==> config.mk <==
export PLATFORM = sky130hd
export DESIGN_NAME = skt_cell
export DESIGN_NICKNAME = d
export VERILOG_FILES = /design/src/hdl/assert_macros.svh /design/src/hdl/skt_pkg.sv /design/src/hdl/skt_cell.sv
export SDC_FILE = /design/constraint.sdc
export NUM_CORES = 1
export LEC_CHECK = 0
export ABC_AREA = 1
export BUFFER_PORTS_ARGS = -buffer_cell sky130_fd_sc_hd__buf_4
export CAP_MARGIN = 40
export CORE_AREA = 10 10 111 133
export CTS_CLUSTER_SIZE = 24
export DETAILED_ROUTE_END_ITERATION = 10
export DIE_AREA = 0 0 121 143
export PLACE_DENSITY_LB_ADDON = 0.08
export SYNTH_ARGS = -nofsm -noshare
export SYNTH_HDL_FRONTEND = slang
export SYNTH_SLANG_ARGS = --single-unit
==> constraint.sdc <==
create_clock -name clk -period 12.27 [get_ports clk]
set_input_delay 0.6135 -clock clk [delete_from_list [all_inputs] [get_ports clk]]
set_output_delay 0.6135 -clock clk [all_outputs]
set_load 0.005 [all_outputs]
==> src/hdl/assert_macros.svh <==
// assertion macros used by the sorted keyframe table rtl
`ifndef ASSERT_MACROS_SVH
`define ASSERT_MACROS_SVH

// condition holds at every clock edge outside reset
`define ASSERT_ALWAYS(lbl, cond) \
    lbl: assert property (@(posedge clk) disable iff (!rst_n) (cond)) \
        else $error("assertion failed");

// consequent holds in the same cycle as the antecedent
`define ASSERT_IMPL(lbl, ante, cons) \
    lbl: assert property (@(posedge clk) disable iff (!rst_n) (ante) |-> (cons)) \
        else $error("assertion failed");

// consequent holds in the cycle after the antecedent
`define ASSERT_NEXT(lbl, ante, cons) \
    lbl: assert property (@(posedge clk) disable iff (!rst_n) (ante) |=> (cons)) \
        else $error("assertion failed");

`endif

==> src/hdl/skt_pkg.sv <==
// types and constants of the sorted keyframe table
package skt_pkg;

    localparam int DEPTH = 64;
    localparam int KEY_W = 64;
    localparam int IDX_W = $clog2(DEPTH);
    localparam int CNT_W = $clog2(DEPTH + 1);

    localparam logic [1:0] CMD_QUERY  = 2'd0;
    localparam logic [1:0] CMD_INSERT = 2'd1;
    localparam logic [1:0] CMD_DELETE = 2'd2;

    localparam logic [1:0] STATUS_OK        = 2'd0;
    localparam logic [1:0] STATUS_RANGE     = 2'd1;
    localparam logic [1:0] STATUS_NOT_FOUND = 2'd2;
    localparam logic [1:0] STATUS_FULL      = 2'd3;

    typedef enum logic [1:0] {
        OP_HOLD   = 2'd0,
        OP_INSERT = 2'd1,
        OP_DELETE = 2'd2
    } cell_op_t;

    typedef struct packed {
        logic     capture;
        cell_op_t op;
    } cell_ctl_t;

endpackage

==> src/hdl/skt_cell.sv <==
// one table cell: holds a key, compares it and shifts with its neighbors
module skt_cell
    import skt_pkg::*;
(
    input  logic                    clk,
    input  cell_ctl_t               ctl,
    input  logic                    valid,
    input  logic signed [KEY_W-1:0] cmp_key,
    input  logic signed [KEY_W-1:0] wr_key,
    input  logic                    left_lt,
    input  logic signed [KEY_W-1:0] left_key,
    input  logic signed [KEY_W-1:0] right_key,
    output logic signed [KEY_W-1:0] key,
    output logic                    lt,
    output logic                    eq
);

    logic signed [KEY_W-1:0] key_reg;
    logic signed [KEY_W-1:0] key_next;
    logic                    lt_reg;
    logic                    lt_next;
    logic                    eq_reg;
    logic                    eq_next;

    always_comb
    begin
        lt_next = lt_reg;
        eq_next = eq_reg;
        if (ctl.capture)
        begin
            lt_next = valid && (key_reg < cmp_key);
            eq_next = valid && (key_reg == cmp_key);
        end
    end

    always_comb
    begin
        unique case (ctl.op)
            OP_HOLD:   key_next = key_reg;
            OP_INSERT: key_next = lt_reg ? key_reg : (left_lt ? wr_key : left_key);
            OP_DELETE: key_next = lt_reg ? key_reg : right_key;
            default:   key_next = key_reg;
        endcase
    end

    always_ff @(posedge clk)
    begin
        key_reg <= key_next;
        lt_reg  <= lt_next;
        eq_reg  <= eq_next;
    end

    assign key = key_reg;
    assign lt  = lt_reg;
    assign eq  = eq_reg;

endmodule
---- Yosys cells after proc, flatten, opt, wreduce, memory -nomap -nowiden ----
Cells that the tools add are included.
word-level totals
  input port bits ......................... 262
  logic and storage cells ................. 17
  bits in registers ....................... 66
  output and inout bits ................... 66
operators by class
  magnitude comparators ................... 1
  muxes and demuxes ....................... 4
  reduce and logical (&&, ||, !) cells .... 4
  equal/unequal tests ..................... 5
operator list
  cell                  number
  $mux W64              3
  $pmux W64 S2          1
  $eq A64 B64 Y1        1
  $lt A64 B64 Y1        1
  $ne A2 B2 Y1 const B  2
  $reduce_and A3 Y1     1
  $eq A2 B1 Y1 const B  1
  $eq A2 B2 Y1 const B  1
  $logic_and A1 B1 Y1   2
  $reduce_bool A2 Y1    1

---- Depth between registers and ports, before layout ----
Gate-level depths: netlist of the first run.
  depth after elaboration ................. 3
  mapped depth ............................ 15
  mapped depth without buffers ............ 15

---- Least setup slack after synthesis of the first run ----
Ideal clock, no wire load.
  path type ............................... input port to flip-flop
  from .................................... input ctl[1] (netlist bit)
  to ...................................... register key_reg[0] (netlist: key[0]), enable pin
  library setup time ...................... 507 ps
  buffers on the path ..................... 2
  arrival ................................. 4307 ps
  cell stages on the path ................. 5
  path slack .............................. 7455 ps
  cell sequence ........................... inv_1 > or2_1 > buf_2 > clkbuf_1 > a21oi_1
between the ends
  word-level cells in the longest chain between the ends .. 3
RTL lines
  item                                                          line            RTL
  from (decl)                                                   skt_cell.sv:6   input cell_ctl_t ctl,
  $eq A2 B1 Y1 or $eq A2 B2 Y1 (tied branches)                  skt_cell.sv:38  unique case (ctl.op)
  $ne A2 B2 Y1 (no line) or $reduce_bool A2 Y1 (tied branches)  -
  $reduce_and A3 Y1 (no line) (*)                               -
  to (signal assigned)                                          skt_cell.sv:48  key_reg <= key_next;
  to (decl)                                                     skt_cell.sv:18  logic signed [KEY_W-1:0] key_reg;
Mark *: on every way between the ends. The rest lies on a longest branch, timed or not.
A chain may end at the register's enable or synchronous reset.

---- Worst setup path in the final report of the first run ----
  from .................................... input ctl[0] (netlist bit)
  to ...................................... register key_reg[32] (netlist: key[32]), enable pin
The elaborated chain is that of the path after synthesis.

==> flow_metrics.py, run 1 <==
metrics = {
    "layout": {
        "nets": 1300,
        "utilization": 0.660,
        "largest_reg_flops": 64,
        "fill_cells": 1099,
        "drive_gt1_frac": 0.378,
        "area_delta_synth_final_pct": 56.5,
        "num_antenna_cells": 0,
    },
    "timing": {
        "slew_viol_final": 0,
        "finalClockSkew_ns": 0.00229,
        "post-route-period-util": 0.192,
        "achievable-frequency_ghz": 0.425,
        "slew-limit-headroom": 0.456,
        "fin_crit_ns": 2.35,
        "rsz0062_at_grt": "false",
        "hold_viol": 0,
        "whs_ns": 0.501,
        "setup_ws_ns": 9.92,
        "tns_ns": 0,
        "worst_pin_slew_ns": 0.816,
        "finalSetupViolCount": 0,
    },
    "pwr": {
        "p_per_area_nw_per_um2": 92.0,
        "ir_worst_vdd_v": 0.0000567,
        "total_power_uw": 733,
        "p_leak_nw": 4.17,
    },
    "die": {
        "rows": 44,
        "start_util": 0.422,
        "die_y_um": 143,
        "io_pins": 328,
        "die_w_um": 121,
        "die_area_um2": 17300,
        "core_area_um2": 12100,
    },
    "detailed_routing": {
        "ant_nets": 0,
        "drc": 0,
        "via_per_inst": 4.74,
        "wl_um": 18900,
        "routedWlPerCell_um": 16.5,
        "drtIter0Drc": 239,
        "drtPass1Iterations": 4,
        "vias": 5403,
    },
    "setup_path": {
        "crit_path_start_kind": "input port",
        "path_buf_inv": 2,
        "crit_top_cell": "buf_4",
        "critPathTopFamily": "buffers and inverters",
        "critical_path.max_fanout": 52,
        "cp.arrival_ns": 2.31,
        "worst_ep_required_time_ns": 12.23,
        "path_cells": "buf_4, or2_4, a21oi_4, buf_4",
        "critical_path_class": "input port to flip-flop",
        "cp_slowest_cell": "buf_4",
        "endpoint_kind": "flip-flop",
        "cpPeakStageDelay_ns": 0.67,
    },
    "global_routing": {
        "grt_overflow_total": 0,
        "antenna_found_initial": 0,
        "grtUsageTotal": 0.207,
        "grt_max_degree": 84,
        "grt_pass1_vias": 5361,
        "grt_pass1_wl_um": 27900,
    },
    "placed_design": {
        "port_buffers": 327,
        "hpwl_um": 15500,
        "gp_congestion": 0.854,
        "post-place-ws_ns": 9.57,
    },
    "run_status": {
        "status": "completed",
    },
    "clock_network": {
        "root_buffer": "clkbuf_16",
        "post_cts_resized": 0,
        "holdBufCountCts": 0,
        "h-tree-depth": 3,
        "cts_max_path_buffers": 2,
        "cts_made_buffers": 9,
        "clock_latency_ns": 0.33,
        "clkTransAtPathRegs_ns": 0.05,
        "cts_setup_buffers": 0,
        "cts_tree": "built",
        "cts.sinks": 66,
    },
    "synth": {
        "yosys.area.top_type": "edfxtp_1",
        "synth-seq-cells": 66,
        "synth_top_cell_area_share": 0.389,
        "synth_fp_nets": 986,
        "synth_seq_area_share": 0.389,
        "ys_types": 22,
        "yosysWarningCount": 0,
        "synthesis.instances": 660,
        "synth_area_per_cell_um2": 7.71,
        "netlist_area_um2": 5090,
        "synth_area_leaders": "edfxtp_1, ha_1, nand2_1, a31oi_1, inv_1",
    },
    "job": {
        "maxCapViolations": 0,
    },
    "min_path": {
        "hold_path.class": "input port to flip-flop",
    },
}
-- layout make-up --
type,count,area (µm²),share of cell area
Tap cell,161,201,0.0253
Sequential cell,66,1980,0.249
Clock inverter,3,40.0,0.00503
Timing Repair Buffer,330,2490,0.313
Multi-Input combinational cell,473,2660,0.334
Inverter,94,353,0.0443
Clock buffer,13,240,0.0302
-- cell usage after synthesis --
cell	number
nand4_1	4
a31oi_1	64
clkbuf_1	19
nor4_1	1
nand3_2	2
or2_1	1
buf_2	8
a21o_1	5
nand2_1	207
ha_1	64
nor2_1	79
o21bai_4	1
nand4_2	1
nor2_4	1
inv_1	85
nand3_1	1
nand2_2	5
edfxtp_1	66
o21ai_0	4
nor2_2	7
inv_2	9
a21oi_1	26
-- worst paths after layout --
| check | from | endpoint | slack (ns) | cells past startpoint |
|---|---|---|---|---|
| min reg2reg | lt | key[59] | 0.68 | 1 |
| min | ctl[2] | lt | 0.50 | 1 |
| max reg2reg | lt | key[32] | 10.39 | 2 |
| max | ctl[0] | key[32] | 9.92 | 4 |
-- per-layer routing --
metal  part of all wire  GRT usage
met5                  0          0
met4              0.015     0.0592
met3               0.12     0.0852
met2               0.52      0.374
met1               0.35      0.213
-- kinds of logic after synthesis --
family / share of synthesized area
flip-flops: 0.389
AO/OA/AOI/OAI: 0.119
adder cells (fa/ha/maj): 0.157
AND/OR/NAND/NOR: 0.243
buffers and inverters: 0.0912
-- through the flow --
step	std cells	instance area, µm²
2_1_floorplan	660	5090
3_3_place_gp	1123	7660
3_5_place_dp	1124	7680
4_1_cts	1140	7960
5_1_grt	1140	7960
6_report	1140	7960
-- cells in the final DEF (no fill, tap or decap), types with 2 or more instances in the layout --
cell type and count:
buf_4 329, nand2_1 207, inv_1 85, nor2_1 79, edfxtp_1 66, a31oi_1 64, ha_1 64, a21oi_1 25
inv_2 9, clkbuf_16 9, nor2_2 7, nand2_2 5, a21o_1 5, nand4_1 4, o21ai_0 4, clkbuf_1 4
nand3_2 2, clkinv_2 2
-- power breakdown --
part	switching (mW)	internal [mW]	total [mW]
clock network	0.0920	0.157	0.249
registers	0.00976	0.273	0.282
logic	0.0910	0.111	0.202
total	0.193	0.540	0.733
(Power assumes the default switching activity.)
==> run 2, diff against run 1 <==
ABC_AREA = 0   (was 1)
CORE_AREA = 10 10 119 121   (was 10 10 111 133)
DIE_AREA = 0 0 129 131   (was 0 0 121 143)
clock period = 2.45 ns   (was 12.27 ns; I/O delays follow)
==> run 2 against run 1 <==
Against the previous run: synthesized area decreased by 2.6%; critical path depth increased by 4; wire length decreased by 1.4%; largest cell class unchanged; via count decreased by 7.6%.
==> flow_metrics.py, run 2 <==
metrics = {
    "min_path": {
        "hold_path.class": "input port to flip-flop",
        "hp-start": "right_key[55]",
    },
    "setup_path": {
        "worstReg2RegStart": "key[35]",
        "critical_path_class": "flip-flop to flip-flop",
        "cp.arrival_ns": 2.46,
        "cp_slowest_cell": "edfxtp_1",
        "crit_path_start_kind": "flip-flop",
        "worst_ep_required_time_ns": 2.51,
        "endpoint_kind": "flip-flop",
        "cp-startpoint": "key[35]",
        "path_cells": "ha_4, nand4_1, nor4_4, nand3_1, or3_4, o211ai_2, a211oi_2, mux2i_1",
        "cpPeakStageDelay_ns": 0.45,
        "critical_path.max_fanout": 3,
    },
    "clock_network": {
        "cts_max_path_buffers": 2,
        "clock_latency_ns": 0.32,
        "cts_made_buffers": 9,
        "root_buffer": "clkbuf_16",
        "clkTransAtPathRegs_ns": 0.06,
        "cts_tree": "built",
        "h-tree-depth": 3,
        "cts.sinks": 66,
    },
    "layout": {
        "drive_gt1_frac": 0.429,
        "largest_reg_flops": 64,
        "fill_cells": 939,
        "num_antenna_cells": 0,
        "area_delta_synth_final_pct": 61.6,
        "final_common_cell": "buf_4",
        "layout_common_cells": "buf_4, nand2_1, o21ai_0",
        "nets": 1169,
    },
    "detailed_routing": {
        "drtPass1Iterations": 4,
        "routedWlPerCell_um": 18.7,
        "drtIter0Drc": 137,
        "ant_nets": 0,
        "drc": 0,
        "via_per_inst": 5.02,
        "wl_um": 18600,
        "vias": 4993,
    },
    "synth": {
        "synth_area_per_cell_um2": 9.66,
        "synthesis.instances": 513,
        "synth_seq_area_share": 0.400,
        "synth_area_leaders": "edfxtp_1, ha_1, mux2i_1, o21ai_0, nand2_1",
        "synth_fp_nets": 839,
        "synth-seq-cells": 66,
        "yosys.area.top_type": "edfxtp_1",
        "netlist_area_um2": 4960,
        "synth_common_cells": "nand2_1, o21ai_0, edfxtp_1",
        "ys.flop_type": "edfxtp_1",
        "ys_types": 35,
        "synth_top_cell_area_share": 0.400,
        "async_reset_ff_frac": 0,
        "yosysWarningCount": 0,
        "synth_most_common_cell": "nand2_1",
        "synth_edf_count": 66,
    },
    "global_routing": {
        "grt_max_degree": 129,
        "grt_overflow_total": 0,
        "grt_pass1_vias": 5341,
        "grt_pass1_wl_um": 27100,
        "grtUsageTotal": 0.207,
        "antenna_found_initial": 0,
    },
    "timing": {
        "whs_ns": 0.0703,
        "rsz0062_at_grt": "true",
        "finalClockSkew_ns": 0.00846,
        "slew_viol_final": 0,
        "setup_ws_ns": 0.0557,
        "slew-limit-headroom": 0.604,
        "hold_viol": 0,
        "achievable-frequency_ghz": 0.418,
        "finalSetupViolCount": 0,
        "fin_crit_ns": 2.39,
        "worst_pin_slew_ns": 0.593,
        "post-route-period-util": 0.977,
    },
    "pwr": {
        "p_leak_nw": 4.04,
        "ir_worst_vdd_v": 0.000296,
        "p_per_area_nw_per_um2": 478,
        "total_power_mw": 3.83,
    },
    "die": {
        "die_y_um": 131,
        "core_area_um2": 11800,
        "die_area_um2": 16900,
        "start_util": 0.420,
        "die_w_um": 129,
        "rows": 40,
        "io_pins": 328,
    },
    "placed_design": {
        "gp_congestion": 0.850,
        "port_buffers": 327,
        "post-place-ws_ns": 0.0219,
        "hpwl_um": 16200,
    },
    "run_status": {
        "status": "completed",
    },
    "job": {
        "maxCapViolations": 0,
    },
}
## run 2: changes by cell type after synthesis, moves of 21 or more
cell	change
a31oi_1	-64
nor2_1	-74
inv_1	-21
mux2i_1	+65
nand2_1	-125
o21ai_0	+64
## run 2: timing repair
item / 4_1_cts / 5_1_grt
setup buffers: 0 / 3
resized for setup: 1 / 4
hold endpoints to repair: 0 / 2
endpoints found under the setup margin: 1 / 2
hold buffers: 0 / 1
pin swaps: 0 / 6
## run 2: path summary, 6_finish.rpt
path	slack [ns]	end	cells after the start
worst max-delay path	0.06	lt	8
worst min-delay path	0.07	key[55]	3
worst max register to register	0.06	lt	8
worst min register to register	0.71	key[48]	1
## run 2: worst max-delay path, delay by kind of cell (launching register included)
kind                     cells  cell delay [ns]
adder cells (fa/ha/maj)      1             0.31
AO/OA/AOI/OAI                2             0.23
AND/OR/NAND/NOR              4             1.03
multiplexers                 1             0.13
flip-flops                   1             0.45
## run 2: final cells by class
class / count / area [µm²] / share of cell area
clock buffer: 10 / 229 / 0.0286
clock inverter: 6 / 57.6 / 0.00719
inverter: 64 / 240 / 0.0300
multi-input combinational: 362 / 2710 / 0.339
sequential: 66 / 1980 / 0.247
tap: 147 / 184 / 0.0230
timing repair buffer: 340 / 2610 / 0.325
## run 2: metal layers
metal,vias up,global-route usage,part of all wire,wire (µm)
li1,2508,-,-,-
met1,2245,0.197,0.35,6530
met2,222,0.397,0.53,9900
met3,18,0.0874,0.099,1850
met4,0,0.0575,0.017,313
met5,-,0,0,0
## run 2: cell families (layout without fill, tap and decap cells)
family	count (synthesis)	after routing	share of synthesized area
buf+inv	85	420	0.0646
xor+xnor	1	1	0.00177
fa+ha+maj	64	64	0.162
compound gates	110	110	0.125
mux	65	65	0.131
flops	66	66	0.400
simple gates	122	122	0.116
## run 2: metrics by stage
step | instances | area (µm²) | util | TNS, ns
CTS | 991 | 7940 | 0.673 | 0
global route | 995 | 8010 | 0.678 | -0.0399
detailed placement | 975 | 7650 | 0.648 | 0
floorplan | 513 | 4960 | - | 0
global placement | 975 | 7650 | 0.648 | 0
finish | 995 | 8010 | 0.678 | 0
## run 2: where the power goes
part           switching, mW  internal, mW
clock network          0.464         0.779
logic                  0.495         0.634
registers             0.0600          1.39
==> run 3, diff against run 2 <==
PLACE_DENSITY = 0.81   (was unset)
PLACE_DENSITY_LB_ADDON = unset   (was 0.08)
clock period = 2.65 ns   (was 2.45 ns; I/O delays follow)
==> run 3 against run 2 <==
Against the previous run: final area shrank 1.6%; cell count shrank 0.80%; clock skew barely moved; count of clock-buffer cells in the layout shrank 1; largest power group unchanged; utilization down 1.1 points; combinational power fell by 9.7%; fmax shrank 1.6%; sequential share of layout area up 0.41 points; critical path depth unchanged; critical endpoint unchanged; highest routed layer unchanged; sequential power decreased by 7%; worst setup slack improved by 0.16 ns; critical path type unchanged.
==> flow_metrics.py, run 3 (same netlist as run 2, synthesis figures left out) <==
metrics = {
    "global_routing": {
        "grt_max_degree": 129,
        "grt_overflow_total": 0,
        "grt_pass1_wl_um": 27900,
        "grtUsageTotal": 0.211,
        "antenna_found_initial": 0,
        "grt_pass1_vias": 5526,
    },
    "detailed_routing": {
        "vias": 4998,
        "via_per_inst": 5.06,
        "routedWlPerCell_um": 19.0,
        "drtIter0Drc": 209,
        "drtPass1Iterations": 4,
        "ant_nets": 0,
        "drc": 0,
        "wl_um": 18800,
    },
    "timing": {
        "rsz0062_at_grt": "false",
        "slew-limit-headroom": 0.624,
        "finalClockSkew_ns": 0.00882,
        "finalSetupViolCount": 0,
        "fin_crit_ns": 2.43,
        "hold_viol": 0,
        "tns_ns": 0,
        "setup_ws_ns": 0.217,
        "worst_pin_slew_ns": 0.564,
        "post-route-period-util": 0.918,
        "achievable-frequency_ghz": 0.411,
        "slew_viol_final": 0,
    },
    "layout": {
        "final_common_cell": "buf_4",
        "largest_reg_flops": 64,
        "area_delta_synth_final_pct": 58.9,
        "nets": 1161,
        "drive_gt1_frac": 0.423,
        "fin_cells": 987,
        "num_antenna_cells": 0,
        "layout_common_cells": "buf_4, nand2_1, o21ai_0",
    },
    "setup_path": {
        "r2r_cells": 8,
        "cpPeakStageDelay_ns": 0.39,
        "path_buf_inv": 0,
        "path_cells": "ha_1, nand4_1, nor4_2, nand3_1, or3_1, o211ai_2, a211oi_2, mux2i_1",
        "critical_path_class": "flip-flop to flip-flop",
        "crit_path_start_kind": "flip-flop",
        "critical_path.max_fanout": 3,
        "rr_endpoint": "lt",
        "worstReg2RegStart": "key[22]",
        "cp_slowest_cell": "edfxtp_1",
        "cp.arrival_ns": 2.50,
        "worst_ep_required_time_ns": 2.72,
        "critPathTopFamily": "simple AND/OR/NAND/NOR gates",
        "rrSetupSlack_ns": 0.22,
        "endpoint_kind": "flip-flop",
    },
    "min_path": {
        "hold_depth": 1,
        "hold_path.class": "input port to flip-flop",
        "min_to": "eq",
        "hp-start": "ctl[2]",
    },
    "placed_design": {
        "port_buffers": 327,
        "hpwl_um": 16200,
        "post-place-ws_ns": 0.230,
        "post-place-cells": 971,
        "gp_congestion": 0.859,
    },
    "die": {
        "rows": 40,
        "io_pins": 328,
        "core_area_um2": 11800,
        "die_y_um": 131,
        "die_w_um": 129,
        "die_area_um2": 16900,
        "start_util": 0.420,
    },
    "clock_network": {
        "post_cts_resized": 0,
        "clock_latency_ns": 0.32,
        "clkTransAtPathRegs_ns": 0.06,
        "cts_max_path_buffers": 2,
        "cts.sinks": 66,
        "h-tree-depth": 3,
        "holdBufCountCts": 0,
        "root_buffer": "clkbuf_16",
        "cts_tree": "built",
        "cts_made_buffers": 9,
        "cts_setup_buffers": 0,
    },
    "pwr": {
        "ir_worst_vdd_v": 0.000273,
        "p_leak_nw": 3.98,
        "p_per_area_nw_per_um2": 445,
        "total_power_mw": 3.50,
    },
    "job": {
        "maxCapViolations": 0,
    },
    "run_status": {
        "status": "completed",
    },
}
run 3: layout make-up:
cell class,instances,area (µm²)
clock buffer,9,225
sequential,66,1980
fill,924,3930
tap,147,184
clock inverter,7,60.1
timing repair buffer,332,2520
multi-input combinational,362,2670
inverter,64,240
run 3: how the worst max path moves through the flow:
stage	startpoint	end	slack, ns	depth (start not counted)
finish	key[22]	lt	0.22	8
global route	key[22]	eq	0.04	6
CTS	key[22]	lt	0.20	8
detailed placement	key[25]	lt	0.23	8
global placement	key[25]	lt	0.33	8
floorplan	lt	key[0]	0.12	1
run 3: routing by layer:
layer	wire length [µm]	up-vias	track usage
li1	-	2486	-
met1	6540	2276	0.207
met2	10200	211	0.401
met3	1680	25	0.0729
met4	349	0	0.0763
met5	0	-	0
run 3: stage by stage:
stage                util  area, µm²  hold WS, ns
detailed placement  0.643       7590        0.348
global route        0.667       7880      0.00993
finish              0.667       7880       0.0189
floorplan               -       4960        0.245
global placement    0.643       7590        0.343
CTS                 0.667       7880      0.00647
run 3: worst reg2reg max path: stages, from the launching register on:
cell and delay [ns]:
edfxtp_1 0.39, ha_1 0.35, nand4_1 0.20, nor4_2 0.38
nand3_1 0.11, or3_1 0.37, o211ai_2 0.20, a211oi_2 0.06
mux2i_1 0.13
run 3: power by group:
group,internal (mW),switching [mW]
combinational,0.567,0.452
clock,0.715,0.419
sequential,1.29,0.0590
